==> config.mk <==
export PLATFORM = sky130hd
export DESIGN_NAME = arpc_front_flat
export DESIGN_NICKNAME = d
export VERILOG_FILES = /design/src/rtl/arp_responder_with_cache_unit_macros.svh /design/src/rtl/arpc_pkg.sv /design/src/rtl/arpc_ifs.sv /design/src/rtl/arpc_front.sv /design/src/flat_wrapper.sv
export SDC_FILE = /design/constraint.sdc
export NUM_CORES = 1
export LEC_CHECK = 0
export ABC_AREA = 1
export BUFFER_PORTS_ARGS = -buffer_cell sky130_fd_sc_hd__buf_2
export CORE_AREA = 2 2 151 153
export DETAILED_ROUTE_END_ITERATION = 16
export DIE_AREA = 0 0 153 155
export PLACE_DENSITY = 0.36
export SKIP_LAST_GASP = 1
export SYNTH_ARGS = -nofsm -noshare
export SYNTH_HDL_FRONTEND = slang
export SYNTH_SLANG_ARGS = --single-unit
==> constraint.sdc <==
create_clock -name vclk -period 1.8
set_input_delay 0.36 -clock vclk [all_inputs]
set_output_delay 0.36 -clock vclk [all_outputs]
set_load 0.01 [all_outputs]
==> src/rtl/arp_responder_with_cache_unit_macros.svh <==
// Assertion macros for the ARP responder with cache; they use clk and rst of the enclosing scope.
`ifndef ARP_RESPONDER_WITH_CACHE_UNIT_MACROS_SVH
`define ARP_RESPONDER_WITH_CACHE_UNIT_MACROS_SVH
`ifndef SYNTHESIS
// Check a condition in the same cycle as its trigger.
`define ARPC_ASSERT(lbl, ante, cons) \
  lbl: assert property (@(posedge clk) disable iff (rst) (ante) |-> (cons)) \
    else $error("arpc assertion failed");
// Check a condition in the cycle after its trigger.
`define ARPC_ASSERT_NEXT(lbl, ante, cons) \
  lbl: assert property (@(posedge clk) disable iff (rst) (ante) |=> (cons)) \
    else $error("arpc assertion failed");
`else
`define ARPC_ASSERT(lbl, ante, cons)
`define ARPC_ASSERT_NEXT(lbl, ante, cons)
`endif
`endif

==> src/rtl/arpc_pkg.sv <==
// Shared constants, codes and types of the ARP responder with cache.
package arpc_pkg;

  // Cache geometry
  localparam int CACHE_ENTRIES = 128;
  localparam int ADDR_W = (CACHE_ENTRIES > 1) ? $clog2(CACHE_ENTRIES) : 1;
  localparam int CNT_W = $clog2(CACHE_ENTRIES + 1);

  // Queue between front and back
  localparam int QUEUE_DEPTH = 2;
  localparam int QPTR_W = (QUEUE_DEPTH > 1) ? $clog2(QUEUE_DEPTH) : 1;
  localparam int QCNT_W = $clog2(QUEUE_DEPTH + 1);

  // Field widths
  localparam int IP_W = 32;
  localparam int MAC_W = 48;
  localparam int LEN_W = 11;
  localparam int WORD_W = 16;
  localparam int BYTE_W = 8;
  localparam int STATUS_W = 3;

  // Configuration port
  localparam int CFG_IDX_W = 1;
  localparam int CFG_DATA_W = 48;
  localparam logic [CFG_IDX_W-1:0] REG_OWN_IP = 1'd0;
  localparam logic [CFG_IDX_W-1:0] REG_OWN_MAC = 1'd1;

  // Protocol words, byte-swapped as stored
  localparam logic [LEN_W-1:0] MIN_PAYLOAD = 11'd28;
  localparam logic [WORD_W-1:0] HW_ETHERNET = 16'h0100;
  localparam logic [WORD_W-1:0] PROTO_IPV4 = 16'h0008;
  localparam logic [BYTE_W-1:0] HW_LEN_ETH = 8'd6;
  localparam logic [BYTE_W-1:0] PROTO_LEN_IPV4 = 8'd4;
  localparam logic [WORD_W-1:0] OP_REQUEST = 16'h0100;
  localparam logic [WORD_W-1:0] OP_REPLY = 16'h0200;
  localparam logic [MAC_W-1:0] MAC_ALL_ONES = 48'hFFFF_FFFF_FFFF;

  localparam logic CMD_RECEIVE = 1'b0;
  localparam logic CMD_RESOLVE = 1'b1;

  typedef enum logic [STATUS_W-1:0] {
    ST_IGNORED = 3'd0,
    ST_REPLIED = 3'd1,
    ST_CACHED  = 3'd2,
    ST_FULL    = 3'd3,
    ST_HIT     = 3'd4,
    ST_MISS    = 3'd5
  } status_e_t;

  // Work classes decided by the front
  typedef enum logic [1:0] {
    K_IGNORE,
    K_REPLY,
    K_CACHE,
    K_RESOLVE
  } job_kind_t;

  typedef struct packed {
    job_kind_t        kind;
    logic [IP_W-1:0]  ip;
    logic [MAC_W-1:0] mac;
  } job_t;

  typedef struct packed {
    status_e_t         status;
    logic              send_valid;
    logic [WORD_W-1:0] opcode;
    logic [MAC_W-1:0]  sender_mac;
    logic [IP_W-1:0]   sender_ip;
    logic [MAC_W-1:0]  target_mac;
    logic [IP_W-1:0]   target_ip;
    logic [MAC_W-1:0]  lookup_mac;
  } result_t;

  typedef enum logic [1:0] {
    S_IDLE,
    S_SCAN,
    S_DRAIN
  } back_state_t;

  typedef struct packed {
    logic              scanning;
    logic [CNT_W-1:0]  entry_count;
    logic [ADDR_W-1:0] scan_addr;
  } back_stat_t;

endpackage

==> src/rtl/arpc_ifs.sv <==
// Valid/ready channel interfaces for ARP items and ARP results.
interface arpc_in_if;
  logic                             valid;
  logic                             ready;
  logic                             command;
  logic [arpc_pkg::LEN_W-1:0]       payload_length;
  logic [arpc_pkg::WORD_W-1:0]      hw_type;
  logic [arpc_pkg::WORD_W-1:0]      proto_type;
  logic [arpc_pkg::BYTE_W-1:0]      hw_addr_len;
  logic [arpc_pkg::BYTE_W-1:0]      proto_addr_len;
  logic [arpc_pkg::WORD_W-1:0]      opcode;
  logic [arpc_pkg::MAC_W-1:0]       sender_mac;
  logic [arpc_pkg::IP_W-1:0]        sender_ip;
  logic [arpc_pkg::MAC_W-1:0]       target_mac;
  logic [arpc_pkg::IP_W-1:0]        target_ip;
  logic [arpc_pkg::IP_W-1:0]        query_ip;

  modport source (
    output valid, command, payload_length, hw_type, proto_type, hw_addr_len,
           proto_addr_len, opcode, sender_mac, sender_ip, target_mac, target_ip,
           query_ip,
    input  ready
  );
  modport sink (
    input  valid, command, payload_length, hw_type, proto_type, hw_addr_len,
           proto_addr_len, opcode, sender_mac, sender_ip, target_mac, target_ip,
           query_ip,
    output ready
  );
endinterface


==> src/rtl/arpc_front.sv <==
// Front end: accepts ARP items, validates received messages and classifies the work.
module arpc_front (
  input  logic [arpc_pkg::IP_W-1:0] own_ip,
  arpc_in_if.sink                   req,
  output logic                      push_valid,
  input  logic                      push_ready,
  output arpc_pkg::job_t            push_job
);

  logic msg_ok;

  // Accept whenever the queue has room
  assign req.ready = push_ready;
  assign push_valid = req.valid;

  // Check the message header and the target address
  assign msg_ok = (req.payload_length >= arpc_pkg::MIN_PAYLOAD) &&
                  (req.hw_type == arpc_pkg::HW_ETHERNET) &&
                  (req.proto_type == arpc_pkg::PROTO_IPV4) &&
                  (req.hw_addr_len == arpc_pkg::HW_LEN_ETH) &&
                  (req.proto_addr_len == arpc_pkg::PROTO_LEN_IPV4) &&
                  (req.target_ip == own_ip);

  // Classify into a job for the back end
  always_comb begin
    push_job.ip = req.sender_ip;
    push_job.mac = req.sender_mac;
    push_job.kind = arpc_pkg::K_IGNORE;
    if (req.command == arpc_pkg::CMD_RESOLVE) begin
      push_job.kind = arpc_pkg::K_RESOLVE;
      push_job.ip = req.query_ip;
    end else if (msg_ok && req.opcode == arpc_pkg::OP_REQUEST) begin
      push_job.kind = arpc_pkg::K_REPLY;
    end else if (msg_ok && req.opcode == arpc_pkg::OP_REPLY) begin
      push_job.kind = arpc_pkg::K_CACHE;
    end
  end

endmodule

==> src/flat_wrapper.sv <==
// flat-port wrapper written by rule: the top's interface ports become plain ports
module arpc_front_flat 
  (own_ip, push_valid, push_ready, push_job, req_valid, req_command, req_payload_length, req_hw_type, req_proto_type, req_hw_addr_len, req_proto_addr_len, req_opcode, req_sender_mac, req_sender_ip, req_target_mac, req_target_ip, req_query_ip, req_ready);
  arpc_in_if req_i ();
  input  logic [arpc_pkg::IP_W-1:0] own_ip;
  output logic push_valid;
  input  logic push_ready;
  output arpc_pkg::job_t push_job;
  input wire logic [$bits(req_i.valid)-1:0] req_valid;
  input wire logic [$bits(req_i.command)-1:0] req_command;
  input wire logic [$bits(req_i.payload_length)-1:0] req_payload_length;
  input wire logic [$bits(req_i.hw_type)-1:0] req_hw_type;
  input wire logic [$bits(req_i.proto_type)-1:0] req_proto_type;
  input wire logic [$bits(req_i.hw_addr_len)-1:0] req_hw_addr_len;
  input wire logic [$bits(req_i.proto_addr_len)-1:0] req_proto_addr_len;
  input wire logic [$bits(req_i.opcode)-1:0] req_opcode;
  input wire logic [$bits(req_i.sender_mac)-1:0] req_sender_mac;
  input wire logic [$bits(req_i.sender_ip)-1:0] req_sender_ip;
  input wire logic [$bits(req_i.target_mac)-1:0] req_target_mac;
  input wire logic [$bits(req_i.target_ip)-1:0] req_target_ip;
  input wire logic [$bits(req_i.query_ip)-1:0] req_query_ip;
  output wire logic [$bits(req_i.ready)-1:0] req_ready;
  assign req_i.valid = req_valid;
  assign req_i.command = req_command;
  assign req_i.payload_length = req_payload_length;
  assign req_i.hw_type = req_hw_type;
  assign req_i.proto_type = req_proto_type;
  assign req_i.hw_addr_len = req_hw_addr_len;
  assign req_i.proto_addr_len = req_proto_addr_len;
  assign req_i.opcode = req_opcode;
  assign req_i.sender_mac = req_sender_mac;
  assign req_i.sender_ip = req_sender_ip;
  assign req_i.target_mac = req_target_mac;
  assign req_i.target_ip = req_target_ip;
  assign req_i.query_ip = req_query_ip;
  assign req_ready = req_i.ready;
  arpc_front u_core (.own_ip(own_ip), .req(req_i), .push_valid(push_valid), .push_ready(push_ready), .push_job(push_job));
endmodule
Word level (Yosys, flattened, before mapping)
Index checks and enable logic that the tools add are counted.

storage, ports and cells
  output and inout port bits = 84
  flip-flop bits (word level) = 0

cells by class
  muxes and demuxes = 4
  $lt $le $gt $ge = 1
  reduce and logical (&&, ||, !) cells = 7
  equal/unequal tests = 7

operators by type and width
  operator                                                            count
  == test 16 x 9 -> 1 bit, second input constant                      2
  == test 32 bit                                                      1
  two-way mux 32 bit                                                  1
  == test 16 x 10 -> 1 bit, second input constant                     1
  == test 16 x 4 -> 1 bit, second input constant                      1
  == test 8 x 3 -> 1 bit, second input constant                       2
  greater-or-equal comparator 11 x 5 -> 1 bit, second input constant  1
  logical AND 1 bit                                                   7
  two-way mux 2 bit                                                   3

Depth between registers and ports, before layout
  depth after elaboration = 10
  depth in mapped cells = 11

Worst setup path before layout
No wires, ideal clock.

  kind = in2out
  start point = input req_opcode[11]
  end point = output push_job[80] (netlist name)
  data arrival time = 1077 ps
  stages = 6
  slack = 363 ps
  path buffers = 0
  cells stage by stage = or2_1 > nor2_1 > nand3_1 > nor3b_2 > nand3_1 > nand2_1

RTL lines
  element          RTL line            source
  start, declared  flat_wrapper.sv:16  input wire logic [$bits(req_i.opcode)-1:0] req_opcode;
  end, declared    flat_wrapper.sv:8   output arpc_pkg::job_t push_job;

==> flow_metrics.tcl <==
set metrics [dict create \
    status "finished with violations" \
    violations "negative setup slack" \
    route.final.wire_length_mm 10.24 \
    detail_route.vias_per_cell 3.371 \
    placement.io_buffers 236 \
    firstDrtPassIters 4 \
    yosysTopAreaCellShare_pct 41.48 \
    num_vias 3310 \
    die_height_um 155 \
    mappedNetlistArea_um2 2136 \
    detail_placement_hpwl_mm 9.274 \
    setup-tns-final_ps -8.448 \
    wl_per_cell_um 10.43 \
    drv_slew 0 \
    nNetsFinal 1001 \
    total_die_area_um2 23720 \
    core.rowCount 55 \
    residual_overflow_from_global_routing 0 \
    grt_antenna_before_repair 0 \
    achievable-frequency_mhz 553.0 \
    worst_ep_required_time_ps 1440 \
    vdd_ir_drop_max_uv 81.55 \
    grt_use_met3_pct 1.086 \
    synth-warning-count 0 \
    rsz0062_at_grt "yes" \
    start_util_pct 9.609 \
    ys_seq_area_share_pct 0 \
    global_route.peak_usage_layer "met2" \
    gp_congestion 0.7229 \
    worstSetupEndpointType "output port" \
    grt_pass1_wl_mm 15.35 \
    mappedNetlistNets 799 \
    synth_largest_area_cell "sky130_fd_sc_hd__nand2_1" \
    place_worst_setup_slack_ps -257.3 \
    gr-usage-all-layers_pct 7.863 \
    area_delta_synth_final_pct 79.20 \
    hold_ws_ps 720.0 \
    final_common_cell "sky130_fd_sc_hd__buf_2" \
    hold_viol 0 \
    synth.top_cells.by_area "sky130_fd_sc_hd__nand2_1 41%, sky130_fd_sc_hd__nor2_1 20%, sky130_fd_sc_hd__buf_4 18%" \
    totalPowerFinal_w 0.0007638 \
    syn_area_per_cell_um2 4.297 \
    drive_above_1_share_pct 48.06 \
    post-route-min-period_ps 1808 \
    min_path_type "in2out" \
    detail_route.drc_violations 0 \
    vias_in_the_first_global_route 3162 \
    cts.hold.buffers_added 0 \
    ant_nets 0 \
    layout.core_utilization_pct 17.22 \
    power.leakage_nw 2.266 \
    clock_buffers 0 \
    detailedRoute.firstIterationViolations 105 \
    synth_cell_type_count 18 \
    worst_ep_arrival_time_ps 1450 \
    worst_slack_ps -8.448 \
    setup_viol_count_final 1 \
    start_to_end_type_of_the_worst_setup_path "in2out" \
    most-common-layout-cells "208 x sky130_fd_sc_hd__buf_2, 201 x sky130_fd_sc_hd__nand2_1, 91 x sky130_fd_sc_hd__nor2_1, 49 x sky130_fd_sc_hd__inv_1, 34 x sky130_fd_sc_hd__nand2_2" \
    timing.critical_path.from_type "input port" \
    core_area_um2 22230 \
    synthCells 497 \
    fin_crit_sh_pct 100.5 \
    boundaryPins 386 \
    path_max_fanout 2 \
    max_cap_violations 0 \
    gr-usage-met2_pct 14.11 \
    power_density_nw_per_um2 199.6 \
    multi_input_area_um2 1713 \
    number_of_filler_cells_placed_in_the_layout 2663 \
    groute.layer.met1.usage_pct 10.22 \
    tightest_slew_ps 378.6 \
    antenna_cells_inserted 0 \
    sequential_cell_area_um2 0 \
    timing.max_slew.rel_slack_pct 74.53 \
    largest_net_degree_at_the_start_of_global_routing 19 \
    flops_and_latches 0 \
    die_width_um 153 \
]
per-stage QoR:
stage | cells | cell area [µm²]
after floorplan | 497 | 2136
after CTS | 982 | 3666
after global placement | 977 | 3387
final | 982 | 3827
after global routing | 982 | 3827
after detailed placement | 977 | 3387
path summary, 6_finish.rpt:
kind | start | to | cells past startpoint
max | own_ip[20] | push_job[80] | 13
min | req_sender_mac[11] | push_job[11] | 0
logic make-up (layout without fill, tap and decap cells):
| family | after synthesis | in the layout | share of synthesized area (%) |
|---|---|---|---|
| AO/OA/AOI/OAI | 2 | 2 | 0.4687 |
| buffers and inverters | 119 | 319 | 29.94 |
| XOR/XNOR | 4 | 4 | 1.641 |
| AND/OR/NAND/NOR | 372 | 372 | 67.96 |
metal layers:
layer  routed length [µm]  vias to the layer above
met4                  204                        0
met1                 4518                     1337
met5                    0                        -
met2                 4765                      149
met3                  754                       18
li1                     -                     1806
cell usage after synthesis, drive strengths merged:
cell type    n
nand2      236
nor2       113
inv         61
buf         54
nand3        8
nand4        7
or2          4
clkbuf       3
xnor2        3
o21ai        2
and2         1
clkinv       1
nand3b       1
nor3b        1
nor4         1
xor2         1
cell type report:
| class | count | area share [%] |
|---|---|---|
| multi-input combinational | 378 | 44.75 |
| timing repair buffer | 257 | 39.85 |
| tap | 285 | 9.317 |
| inverter | 62 | 6.080 |
where the power goes:
group	switching, W	internal, W
logic	0.000373	0.000391
registers	0	0
clock network	0	0
worst max-delay path, cell delays in order:
cell                      delay, ps
sky130_fd_sc_hd__buf_6           70
sky130_fd_sc_hd__inv_1           40
sky130_fd_sc_hd__nand2_2         70
sky130_fd_sc_hd__nand2_4         60
sky130_fd_sc_hd__buf_6          110
sky130_fd_sc_hd__nor2_2          80
sky130_fd_sc_hd__nand2_1         70
sky130_fd_sc_hd__nor2_1         130
sky130_fd_sc_hd__nand2_2        100
sky130_fd_sc_hd__nor2_2         100
sky130_fd_sc_hd__nand3_2         80
sky130_fd_sc_hd__nand2_2         80
sky130_fd_sc_hd__buf_6          100
repair_timing:
item                                    4_1_cts  5_1_grt
gates resized for setup                      62       55
cloned                                        0        0
buffers inserted                              5        0
endpoints found under the setup margin        2        2
pin swaps                                    48       53
No activity file was read; power rests on OpenSTA's default activity.
