===== src/rtl/arp_responder_with_cache_unit_macros.svh =====
// Assertion macros for the ARP responder with cache; they use clk and rst of the enclosing scope.
`ifndef ARP_RESPONDER_WITH_CACHE_UNIT_MACROS_SVH
`define ARP_RESPONDER_WITH_CACHE_UNIT_MACROS_SVH
`ifndef SYNTHESIS
// Check a condition in the same cycle as its trigger.
`define ARPC_ASSERT(lbl, ante, cons) \
  lbl: assert property (@(posedge clk) disable iff (rst) (ante) |-> (cons)) \
    else $error("arpc assertion failed");
// Check a condition in the cycle after its trigger.
`define ARPC_ASSERT_NEXT(lbl, ante, cons) \
  lbl: assert property (@(posedge clk) disable iff (rst) (ante) |=> (cons)) \
    else $error("arpc assertion failed");
`else
`define ARPC_ASSERT(lbl, ante, cons)
`define ARPC_ASSERT_NEXT(lbl, ante, cons)
`endif
`endif


===== src/rtl/arpc_pkg.sv =====
// Shared constants, codes and types of the ARP responder with cache.
package arpc_pkg;

  // Cache geometry
  localparam int CACHE_ENTRIES = 128;
  localparam int ADDR_W = (CACHE_ENTRIES > 1) ? $clog2(CACHE_ENTRIES) : 1;
  localparam int CNT_W = $clog2(CACHE_ENTRIES + 1);

  // Queue between front and back
  localparam int QUEUE_DEPTH = 2;
  localparam int QPTR_W = (QUEUE_DEPTH > 1) ? $clog2(QUEUE_DEPTH) : 1;
  localparam int QCNT_W = $clog2(QUEUE_DEPTH + 1);

  // Field widths
  localparam int IP_W = 32;
  localparam int MAC_W = 48;
  localparam int LEN_W = 11;
  localparam int WORD_W = 16;
  localparam int BYTE_W = 8;
  localparam int STATUS_W = 3;

  // Configuration port
  localparam int CFG_IDX_W = 1;
  localparam int CFG_DATA_W = 48;
  localparam logic [CFG_IDX_W-1:0] REG_OWN_IP = 1'd0;
  localparam logic [CFG_IDX_W-1:0] REG_OWN_MAC = 1'd1;

  // Protocol words, byte-swapped as stored
  localparam logic [LEN_W-1:0] MIN_PAYLOAD = 11'd28;
  localparam logic [WORD_W-1:0] HW_ETHERNET = 16'h0100;
  localparam logic [WORD_W-1:0] PROTO_IPV4 = 16'h0008;
  localparam logic [BYTE_W-1:0] HW_LEN_ETH = 8'd6;
  localparam logic [BYTE_W-1:0] PROTO_LEN_IPV4 = 8'd4;
  localparam logic [WORD_W-1:0] OP_REQUEST = 16'h0100;
  localparam logic [WORD_W-1:0] OP_REPLY = 16'h0200;
  localparam logic [MAC_W-1:0] MAC_ALL_ONES = 48'hFFFF_FFFF_FFFF;

  localparam logic CMD_RECEIVE = 1'b0;
  localparam logic CMD_RESOLVE = 1'b1;

  typedef enum logic [STATUS_W-1:0] {
    ST_IGNORED = 3'd0,
    ST_REPLIED = 3'd1,
    ST_CACHED  = 3'd2,
    ST_FULL    = 3'd3,
    ST_HIT     = 3'd4,
    ST_MISS    = 3'd5
  } status_e_t;

  // Work classes decided by the front
  typedef enum logic [1:0] {
    K_IGNORE,
    K_REPLY,
    K_CACHE,
    K_RESOLVE
  } job_kind_t;

  typedef struct packed {
    job_kind_t        kind;
    logic [IP_W-1:0]  ip;
    logic [MAC_W-1:0] mac;
  } job_t;

  typedef struct packed {
    status_e_t         status;
    logic              send_valid;
    logic [WORD_W-1:0] opcode;
    logic [MAC_W-1:0]  sender_mac;
    logic [IP_W-1:0]   sender_ip;
    logic [MAC_W-1:0]  target_mac;
    logic [IP_W-1:0]   target_ip;
    logic [MAC_W-1:0]  lookup_mac;
  } result_t;

  typedef enum logic [1:0] {
    S_IDLE,
    S_SCAN,
    S_DRAIN
  } back_state_t;

  typedef struct packed {
    logic              scanning;
    logic [CNT_W-1:0]  entry_count;
    logic [ADDR_W-1:0] scan_addr;
  } back_stat_t;

endpackage


===== src/rtl/arpc_queue.sv =====
// Short job queue between the front end and the back end.
module arpc_queue (
  input  logic           clk,
  input  logic           rst,
  input  logic           push_valid,
  output logic           push_ready,
  input  arpc_pkg::job_t push_job,
  output logic           pop_valid,
  input  logic           pop_ready,
  output arpc_pkg::job_t pop_job
);

  arpc_pkg::job_t                   slots [arpc_pkg::QUEUE_DEPTH];
  logic [arpc_pkg::QPTR_W-1:0]      wr_ptr;
  logic [arpc_pkg::QPTR_W-1:0]      rd_ptr;
  logic [arpc_pkg::QCNT_W-1:0]      fill;
  logic                             do_push;
  logic                             do_pop;

  assign push_ready = (fill != arpc_pkg::QCNT_W'(arpc_pkg::QUEUE_DEPTH));
  assign pop_valid = (fill != '0);
  assign pop_job = slots[rd_ptr];
  assign do_push = push_valid && push_ready;
  assign do_pop = pop_valid && pop_ready;

  // Store pushed jobs
  always_ff @(posedge clk) begin
    if (do_push) begin
      slots[wr_ptr] <= push_job;
    end
  end

  // Advance pointers and fill level
  always_ff @(posedge clk) begin
    if (rst) begin
      wr_ptr <= '0;
      rd_ptr <= '0;
      fill <= '0;
    end else begin
      if (do_push) begin
        wr_ptr <= (wr_ptr == arpc_pkg::QPTR_W'(arpc_pkg::QUEUE_DEPTH - 1)) ?
                  '0 : wr_ptr + arpc_pkg::QPTR_W'(1);
      end
      if (do_pop) begin
        rd_ptr <= (rd_ptr == arpc_pkg::QPTR_W'(arpc_pkg::QUEUE_DEPTH - 1)) ?
                  '0 : rd_ptr + arpc_pkg::QPTR_W'(1);
      end
      if (do_push && !do_pop) begin
        fill <= fill + arpc_pkg::QCNT_W'(1);
      end else if (do_pop && !do_push) begin
        fill <= fill - arpc_pkg::QCNT_W'(1);
      end
    end
  end

endmodule


===== config.mk =====
export PLATFORM = sky130hd
export DESIGN_NAME = arpc_queue
export DESIGN_NICKNAME = d
export VERILOG_FILES = /design/src/rtl/arp_responder_with_cache_unit_macros.svh /design/src/rtl/arpc_pkg.sv /design/src/rtl/arpc_queue.sv
export SDC_FILE = /design/constraint.sdc
export NUM_CORES = 1
export LEC_CHECK = 0
export BUFFER_PORTS_ARGS = -buffer_cell sky130_fd_sc_hd__buf_4
export CORE_MARGIN = 5
export CORE_UTILIZATION = 55
export CTS_CLUSTER_SIZE = 24
export DETAILED_ROUTE_END_ITERATION = 8
export GPL_TIMING_DRIVEN = 1
export MAX_ROUTING_LAYER = met4
export PLACE_DENSITY = 0.93
export SYNTH_ARGS = -nofsm -noshare
export SYNTH_HDL_FRONTEND = slang
export SYNTH_SLANG_ARGS = --single-unit

===== constraint.sdc =====
create_clock -name clk -period 6.4 [get_ports clk]
set_input_delay 0.96 -clock clk [delete_from_list [all_inputs] [get_ports clk]]
set_output_delay 0.96 -clock clk [all_outputs]
set_load 0.05 [all_outputs]

# Yosys cells after proc, flatten, opt, wreduce, memory -nomap -nowiden
# Memories as Yosys holds them, arrays and structs flattened. A register that Yosys moved wholly into a read port is not among the register bits.
# Cells that the tools add are included.
dict set report totals {
  n_memories 1
  ram_bits 164
  input_bits 86
  ff_bits 4
  elab_cells 25
}
# memory depth word_bits rd rd_clocked_by_memory_dff write_ports line_no
set mem_list {}
lappend mem_list {slots 2 82 1 1 1 arpc_queue.sv:13} ;# arpc_pkg::job_t slots [arpc_pkg::QUEUE_DEPTH];
dict set report classes {
  n_mux 8
  n_addsub 4
  reduce_logical 8
  n_eq_ne 1
}
# op count
set op_table {}
lappend op_table {{$mux W1} 6}
lappend op_table {{$logic_and A1 B1 Y1} 4}
lappend op_table {{$mux W2} 2}
lappend op_table {{$reduce_bool A2 Y1} 2}
lappend op_table {{$add A1 B1 Y1 const B} 2}
lappend op_table {{$add A2 B1 Y2 const B} 1}
lappend op_table {{$logic_not A1 Y1} 2}
lappend op_table {{$ne A2 B2 Y1 const B} 1}
lappend op_table {{$sub A2 B1 Y2 const B} 1}

# Longest topological paths before layout
# Gate-level depths: netlist (run 1).
dict set report logic_depth {
  ltp_word 6
  depth_mapped 6
}

# Least setup slack after synthesis (run 1)
# No wires, ideal clock.
dict set report synth_path {
  path_kind {reg-to-reg}
  startpoint {register fill[0] (netlist name)}
  endpoint {memory slots[1][0] (netlist name), enable pin}
  synth_period_minus_slack_ns 3.396
  arrival_time_ns 2.946
  path_stages_with_launch 3
  required_time_ns 5.950
  setup_ns 0.450
  slack_ns 3.004
  path_cell_list {dfxtp_1 -> nand2b_1 -> and3_1}
}
dict set report synth_between {
  elab_chain_cells 4
}
# item line_no
set synth_lines {}
lappend synth_lines {{start: declaration} arpc_queue.sv:16} ;# logic [arpc_pkg::QCNT_W-1:0] fill;
lappend synth_lines {{start signal: assignment} arpc_queue.sv:49} ;# fill <= fill + arpc_pkg::QCNT_W'(1);
lappend synth_lines {{start signal: assignment} arpc_queue.sv:51} ;# fill <= fill - arpc_pkg::QCNT_W'(1);
lappend synth_lines {{$ne A2 B2 Y1} arpc_queue.sv:20} ;# assign push_ready = (fill != arpc_pkg::QCNT_W'(arpc_pkg::QUEUE_DEPTH));
lappend synth_lines {{via push_ready} arpc_queue.sv:6} ;# output logic push_ready,
lappend synth_lines {{$logic_and A1 B1 Y1} arpc_queue.sv:23} ;# assign do_push = push_valid && push_ready;
lappend synth_lines {{$mux W1} arpc_queue.sv:28} ;# if (do_push) begin
lappend synth_lines {{$mux W1 (not written as such)} arpc_queue.sv:29} ;# slots[wr_ptr] <= push_job;
lappend synth_lines {{end: declaration} arpc_queue.sv:13}
# The timed path passes the listed nets, and every way through them passes these cells.

==> results of run 1 <==
cell type report:
class | instances | area [µm²]
Fill cell | 641 | 2770
Clock inverter | 10 | 119
Tap cell | 140 | 175
Clock buffer | 22 | 463
Sequential cell | 169 | 5030
Timing Repair Buffer | 170 | 1280
Multi-Input combinational cell | 100 | 1050
Inverter | 1 | 5.00
Yosys cell counts:
library cell,instances,area (µm²)
ha_1,1,12.5
dfxtp_1,5,100
buf_2,1,5.00
nand2b_1,1,6.26
buf_4,8,60.1
nand3b_1,1,7.51
nor2_1,3,11.3
a21bo_2,1,10.0
a21oi_1,2,10.0
and3_1,1,6.26
or3_1,1,6.26
edfxtp_1,164,4920
mux2_2,82,923
inv_1,1,3.75
xor2_1,3,26.3
o21ai_0,2,10.0
or2_2,1,6.26
and2_1,1,6.26
logic make-up (layout without fill, tap and decap cells):
logic type	after synthesis	count (layout)	share of synthesized area [%]
flip-flops	169	169	81.9
multiplexers	82	82	15.0
buffers and inverters	10	203	1.12
AND/OR/NAND/NOR	9	9	0.816
AO/OA/AOI/OAI	5	5	0.489
XOR/XNOR	3	3	0.428
adder cells (fa/ha/maj)	1	1	0.204
per-stage QoR:
step | instances | util, % | worst slack, ps
finish | 612 | 74.5 | 3220
global route | 612 | 74.5 | 3090
CTS | 612 | 74.5 | 3170
detailed placement | 580 | 69.2 | 3730
global placement | 580 | 69.2 | 3730
floorplan | 279 | - | 3000
final timing paths:
check / startpoint / slack [ps] / endpoint
min: fill[1] / 510 / fill[1]
max: flip-flop / 3220 / pop_job[11]
max reg2reg: fill[0] / 4290 / slots[0][46]
min reg2reg: fill[1] / 510 / fill[1]
sequential cells by signal (all words and copies together), names as in the netlist, named ones only:
signal,cells
wr_ptr,1
rd_ptr,1
fill,2
slots,164
worst max-delay path: stages, from the launching register on:
cell and delay [ps]:
dfxtp_4 1050, mux2_2 430, buf_4 190
per-layer routing:
metal / wire, µm / part of all wire, %
met4: 172 / 1.5
met1: 4150 / 37
met5: 0 / 0
met2: 6170 / 55
met3: 742 / 6.6
power by group:
group / internal [W] / total (W) / leakage, nW / switching, W
logic: 0.000436 / 0.00127 / 1.17 / 0.000831
clock network: 0.000587 / 0.000977 / 0.289 / 0.000389
registers: 0.00139 / 0.00149 / 1.57 / 0.000103
==> results.json, run 1 <==
{
  "track_usage_pct": 17.6,
  "path_class": "reg2out",
  "port_buffers": 169,
  "vias": 3072,
  "hold_viol_final": 0,
  "p_leak_nw": 3.04,
  "antenna_found_initial": 0,
  "min_path_type": "reg2reg",
  "finalClockSkew_ps": 11.0,
  "first_iter_violations": 171,
  "yosysUniqueCellTypes": 18,
  "place_congestion": 0.718,
  "post_cts_buffers": 0,
  "worst_pin_slew_ps": 1110,
  "use_met1_pct": 19.0,
  "die-area_um2": 13400,
  "hold_path_depth": 2,
  "cts_tree": "built",
  "cp.arrival_ps": 2220,
  "crit_path_end_kind": "output port",
  "final_area_um2": 8110,
  "start_util_pct": 56.4,
  "top_usage_layer": "met2",
  "fin_hold_ws_ps": 514,
  "viasPerCell": 5.02,
  "cts.clk_slew.worst_paths_ps": 60,
  "clock_latency_ps": 520,
  "wl_per_cell_um": 18.4,
  "fin_tns_setup_ps": 0,
  "fin_nets": 546,
  "ios": 170,
  "htreeDepth": 4,
  "ant_nets": 0,
  "power_w": 0.00373,
  "core-area_um2": 10900,
  "n_antenna_cell": 0,
  "fin_crit_sh_pct": 49.7,
  "yosysWarnings": 0,
  "synthCells": 279,
  "status": "finished clean",
  "grt_use_met3_pct": 4.75,
  "overflow": 0,
  "postCtsHoldBufs": 0,
  "layout_common_cells": "buf_4 (170), edfxtp_1 (164), mux2_2 (82), clkbuf_16 (16), clkinv_4 (5)",
  "synth_fp_nets": 366,
  "grt_pass1_vias": 3425,
  "cp_max_fo": 82,
  "grt_max_degree": 83,
  "area_delta_synth_final_pct": 32.2,
  "slew_viol_final": 0,
  "ir_drop_mv": 0.369,
  "cts_buffers": 17,
  "maxCapViolations": 0,
  "fp-row-count": 38,
  "drive_gt1_share_pct": 60.8,
  "syn-cell-area_um2": 6140,
  "routed_wirelength_um": 11200,
  "clock_path_buffers": 2,
  "firstDrtPassIters": 4,
  "setup_viol": 0,
  "synth.avg_cell_area_um2": 22.0,
  "root_buffer": "clkbuf_8",
  "grt_pass1_wl_um": 16800,
  "met2_usage_pct": 30.7,
  "yosysSeqAreaShare_pct": 81.9,
  "rsz0062_at_grt": "no",
  "die_w_um": 116,
  "route.detailed.drc": 0,
  "start_kind": "flip-flop",
  "cp.required_ps": 5440,
  "cts.sinks": 169,
  "hpwl_um": 7310,
  "die_h_um": 116,
  "period_minus_slack_ps": 3180,
  "place_area_um2": 7530,
  "r2r_cells": 4,
  "synth-seq-cells": 169,
  "max_freq_mhz": 314,
  "p_per_area_nw_per_um2": 460,
  "slew-limit-headroom_pct": 25.9,
  "cts_resized": 0,
  "final_common_cell": "buf_4"
}
Power figures use the tool's default switching activity.
==> run 2: changes to the inputs <==
--- a/config.mk
+++ b/config.mk
@@ -7,12 +7,12 @@
 export LEC_CHECK = 0
 export BUFFER_PORTS_ARGS = -buffer_cell sky130_fd_sc_hd__buf_4
 export CORE_MARGIN = 5
-export CORE_UTILIZATION = 55
+export CORE_UTILIZATION = 47
 export CTS_CLUSTER_SIZE = 24
 export DETAILED_ROUTE_END_ITERATION = 8
 export GPL_TIMING_DRIVEN = 1
 export MAX_ROUTING_LAYER = met4
-export PLACE_DENSITY = 0.93
+export PLACE_DENSITY = 0.86
 export SYNTH_ARGS = -nofsm -noshare
 export SYNTH_HDL_FRONTEND = slang
 export SYNTH_SLANG_ARGS = --single-unit
==> constraint.sdc (replaced) <==
create_clock -name clk -period 2.7 [get_ports clk]
set_input_delay 0.405 -clock clk [delete_from_list [all_inputs] [get_ports clk]]
set_output_delay 0.405 -clock clk [all_outputs]
set_load 0.05 [all_outputs]
==> results.json, run 2 (same netlist as run 1, synthesis figures left out) <==
{
  "ant_nets": 0,
  "area_delta_synth_final_pct": 34.3,
  "antenna_found_initial": 0,
  "layout_common_cells": "buf_4 (172), edfxtp_1 (164), mux2_2 (82), clkbuf_16 (17)",
  "rsz0062_at_grt": "no",
  "reg_top3": "slots x164, fill x2",
  "maxCapViolations": 0,
  "hpwl_um": 7770,
  "cts_tree": "built",
  "crit_path_frequent_cell": "buf_4",
  "reg2reg_to": "slots[0][53]",
  "start_kind": "flip-flop",
  "cp_num_buf_inv": 2,
  "place_congestion": 0.740,
  "clock_path_buffers": 2,
  "fp-row-count": 41,
  "cpPeakStageDelay_ps": 560,
  "path_class": "reg2out",
  "vias": 3110,
  "cp.arrival_ps": 1930,
  "core-area_um2": 12700,
  "setup_viol": 0,
  "fin_cells": 648,
  "period_minus_slack_ps": 2330,
  "firstDrtPassIters": 4,
  "clock_latency_ps": 400,
  "finalClockSkew_ps": 4.69,
  "drive_gt1_share_pct": 60.9,
  "n_antenna_cell": 0,
  "post_cts_buffers": 0,
  "start_util_pct": 48.2,
  "cp_max_fo": 24,
  "regMostFlops": "slots",
  "route.detailed.drc": 0,
  "final_common_cell": "buf_4",
  "hold_path_depth": 1,
  "first_iter_violations": 180,
  "reg2reg_from": "fill[0]",
  "cts.sinks": 169,
  "largest_reg_flops": 164,
  "worst_pin_slew_ps": 1110,
  "cts.clk_slew.worst_paths_ps": 60,
  "overflow": 0,
  "grt_pass1_wl_um": 17900,
  "cts_resized": 0,
  "hp-start": "push_job[67]",
  "p_leak_nw": 3.06,
  "dp.cells": 616,
  "status": "finished clean",
  "die_w_um": 124,
  "viasPerCell": 4.80,
  "hold_viol_final": 0,
  "r2r_cells": 4,
  "wl_per_cell_um": 17.5,
  "port_buffers": 169,
  "fin_crit_sh_pct": 86.5,
  "root_buffer": "clkbuf_16",
  "cts_buffers": 17,
  "p_per_area_nw_per_um2": 1090,
  "slew-limit-headroom_pct": 25.8,
  "grt_max_degree": 83,
  "die_h_um": 124,
  "htreeDepth": 4,
  "max_freq_mhz": 428,
  "ir_drop_mv": 0.805,
  "ios": 170,
  "die-area_um2": 15400,
  "hold_end": "slots[1][67]",
  "min_path_type": "in2reg",
  "cp.required_ps": 2300,
  "postCtsHoldBufs": 0,
  "grt_pass1_vias": 3412,
  "fin_tns_setup_ps": 0,
  "fin_hold_ws_ps": 179,
  "path_cells": "buf_4 > mux2_2 > buf_4",
  "slew_viol_final": 0,
  "routed_wirelength_um": 11400,
  "track_usage_pct": 15.3,
  "fin_nets": 550,
  "r2r_slack_ps": 500,
  "cpMaxStageDelayCell": "dfxtp_4",
  "crit_path_end_kind": "output port",
  "crit_family": "flip-flops"
}
==> run 2: cell count changes in the layout (fill, tap and decap cells not counted) <==
cell / previous run / this run
clkbuf_1: 2 / 0
clkinv_4: 5 / 1
clkbuf_8: 4 / 0
bufinv_16: 2 / 4
buf_4: 170 / 172
buf_12: 0 / 2
clkinv_1: 0 / 3
clkbuf_16: 16 / 17
clkinvlp_4: 0 / 4
==> run 2: worst max-delay path by stage <==
stage	startpoint	end	slack, ps	depth (start not counted)
2_1_floorplan	fill[0]	slots[0][0]	30	3
3_3_place_gp	fill[0]	slots[0][12]	650	4
3_5_place_dp	fill[0]	slots[0][12]	520	4
4_1_cts	flip-flop	pop_job[16]	300	3
5_1_grt	flip-flop	pop_job[56]	240	3
6_report	flip-flop	pop_job[16]	370	3
==> run 2: where the power goes <==
part	internal [W]	switching (W)	total, W
Sequential	0.00329	0.000132	0.00342
Clock	0.00153	0.000905	0.00244
Combinational	0.00106	0.00210	0.00316
Total	0.00588	0.00314	0.00902
==> run 2: per-layer routing <==
metal | up-vias | track usage, % | share of wire, %
li1 | 1472 | - | -
met4 | 0 | 5.42 | 1.2
met3 | 11 | 5.57 | 6.3
met2 | 104 | 24.9 | 52
met5 | - | - | 0
met1 | 1523 | 17.6 | 40
==> run 2: cell type report <==
cell class,instances,area (µm²)
multi-input cells,100,1050
repair buffers,174,1330
fillers,902,4480
inverters,1,7.51
clock buffers,17,425
clock inverters,15,183
flip-flops and latches,169,5030
well taps,172,215
==> run 2: worst register-to-register path, delay by kind of cell (launching register included) <==
kind | cells | cell delay [ps]
DFF | 1 | 400
and+or+nand+nor | 2 | 420
buffers and inverters | 2 | 870
==> run 2: metrics by stage <==
stage	area, µm²	worst slack, ps	total power [W]	util, %
6_report	8240	365	0.00902	64.8
5_1_grt	8240	243	0.00937	64.8
4_1_cts	8240	301	0.00911	64.8
2_1_floorplan	6140	32.2	0.00573	-
3_5_place_dp	7630	518	0.00667	60.0
3_3_place_gp	7630	654	0.00661	60.0
==> run 3: changes to the inputs <==
--- a/config.mk
+++ b/config.mk
@@ -7,12 +7,12 @@
 export LEC_CHECK = 0
 export BUFFER_PORTS_ARGS = -buffer_cell sky130_fd_sc_hd__buf_4
 export CORE_MARGIN = 5
-export CORE_UTILIZATION = 47
+export CORE_UTILIZATION = 52
 export CTS_CLUSTER_SIZE = 24
 export DETAILED_ROUTE_END_ITERATION = 8
 export GPL_TIMING_DRIVEN = 1
 export MAX_ROUTING_LAYER = met4
-export PLACE_DENSITY = 0.86
+export PLACE_DENSITY = 0.89
 export SYNTH_ARGS = -nofsm -noshare
 export SYNTH_HDL_FRONTEND = slang
 export SYNTH_SLANG_ARGS = --single-unit
==> constraint.sdc (replaced) <==
create_clock -name clk -period 2.2 [get_ports clk]
set_input_delay 0.33 -clock clk [delete_from_list [all_inputs] [get_ports clk]]
set_output_delay 0.33 -clock clk [all_outputs]
set_load 0.05 [all_outputs]
==> results.json, run 3 (same netlist as run 1, synthesis figures left out) <==
{
  "regMostFlops": "slots",
  "p_leak_nw": 3.06,
  "grt_pass1_wl_um": 17800,
  "route.detailed.drc": 0,
  "root_buffer": "clkbuf_16",
  "hold_viol_final": 0,
  "setup_ws_ps": 199,
  "period_minus_slack_ps": 2000,
  "start_kind": "flip-flop",
  "grt_max_degree": 83,
  "finalClockSkew_ps": 5.90,
  "post_cts_buffers": 0,
  "cts_tree": "built",
  "final_common_cell": "buf_4",
  "reg2reg_from": "fill[0]",
  "cts.clk_slew.worst_paths_ps": 60,
  "power_w": 0.0110,
  "first_iter_violations": 185,
  "drive_gt1_share_pct": 60.2,
  "htreeDepth": 4,
  "final_util_pct": 71.3,
  "hpwl_um": 7770,
  "fin_nets": 550,
  "viasPerCell": 5.06,
  "worst_pin_slew_ps": 501,
  "core-area_um2": 11500,
  "firstDrtPassIters": 4,
  "ios": 170,
  "slew_viol_final": 0,
  "vias": 3126,
  "cp_max_fo": 57,
  "area_delta_synth_final_pct": 33.9,
  "dp.cells": 587,
  "wl_per_cell_um": 18.5,
  "max_freq_mhz": 500,
  "cts.sinks": 169,
  "clock_path_buffers": 2,
  "reg_top3": "slots x164, fill x2",
  "track_usage_pct": 17.2,
  "die_w_um": 119,
  "overflow": 0,
  "port_buffers": 169,
  "cts_resized": 0,
  "crit_path_end_kind": "output port",
  "fin_hold_ws_ps": 103,
  "hp-start": "push_job[81]",
  "grt_pass1_vias": 3502,
  "die_h_um": 119,
  "setup_viol": 0,
  "ant_nets": 0,
  "post-place-ws_ps": 542,
  "routed_wirelength_um": 11500,
  "fin_crit_sh_pct": 91.0,
  "antenna_found_initial": 0,
  "rsz0062_at_grt": "no",
  "min_path_type": "in2reg",
  "layout_common_cells": "buf_4 (170), edfxtp_1 (164), mux2_2 (82), clkbuf_16 (17), clkbuf_1 (7)",
  "cts_buffers": 17,
  "place_congestion": 0.722,
  "path_class": "reg2out",
  "ir_drop_mv": 0.847,
  "slew-limit-headroom_pct": 66.6,
  "fp-row-count": 39,
  "maxCapViolations": 0,
  "die-area_um2": 14100,
  "start_util_pct": 53.3,
  "clock_latency_ps": 410,
  "status": "finished clean",
  "largest_reg_flops": 164,
  "cp.required_ps": 1870,
  "cp.arrival_ps": 1670,
  "fin_cells": 618,
  "p_per_area_nw_per_um2": 1340,
  "postCtsHoldBufs": 0,
  "n_antenna_cell": 0
}
==> run 3: cell count changes in the layout (fill, tap and decap cells not counted), sizes merged <==
cell / delta
bufinv: -1
clkinvlp: -3
clkbuf: +10
clkinv: -7
==> run 3: metrics by stage <==
step | setup TNS (ps) | instance area [µm²]
6_report | 0 | 8210
5_1_grt | 0 | 8210
4_1_cts | 0 | 8210
3_5_place_dp | 0 | 7630
3_3_place_gp | 0 | 7630
2_1_floorplan | -10690 | 6150
==> run 3: final timing paths <==
| check | to | slack (ps) | cells after the start |
|---|---|---|---|
| setup reg to reg | slots[1][36] | 550 | 3 |
| hold reg to reg | rd_ptr | 510 | 2 |
| hold / removal | slots[1][81] | 100 | 1 |
| setup / recovery | pop_job[18] | 200 | 3 |
==> run 3: per-layer routing <==
metal  wire length (µm)  global-route usage (%)  part of all wire, %  up-vias
met5                  0                       -                    0        -
met2               6230                    30.4                   54      112
met4                139                    6.81                  1.2        0
met1               4350                    18.3                   38     1528
met3                741                    4.97                  6.5       14
li1                   -                       -                    -     1472
==> run 3: final cells by class <==
cell class / instances / area [µm²]
Fill cell: 721 / 3300
Sequential cell: 169 / 5030
Clock buffer: 27 / 493
Inverter: 1 / 7.51
Multi-Input combinational cell: 100 / 1050
Tap cell: 143 / 179
Timing Repair Buffer: 174 / 1360
Clock inverter: 4 / 93.8
==> run 3: where the power goes <==
| group | total (W) | switching, W | internal (W) |
|---|---|---|---|
| Clock | 0.00291 | 0.00104 | 0.00187 |
| Sequential | 0.00414 | 0.000112 | 0.00403 |
| Combinational | 0.00397 | 0.00263 | 0.00133 |
==> run 3: critical path: stages (launching register included) <==
cell     delay [ps]
dfxtp_4         350
buf_12          270
mux2_2          400
buf_4           190
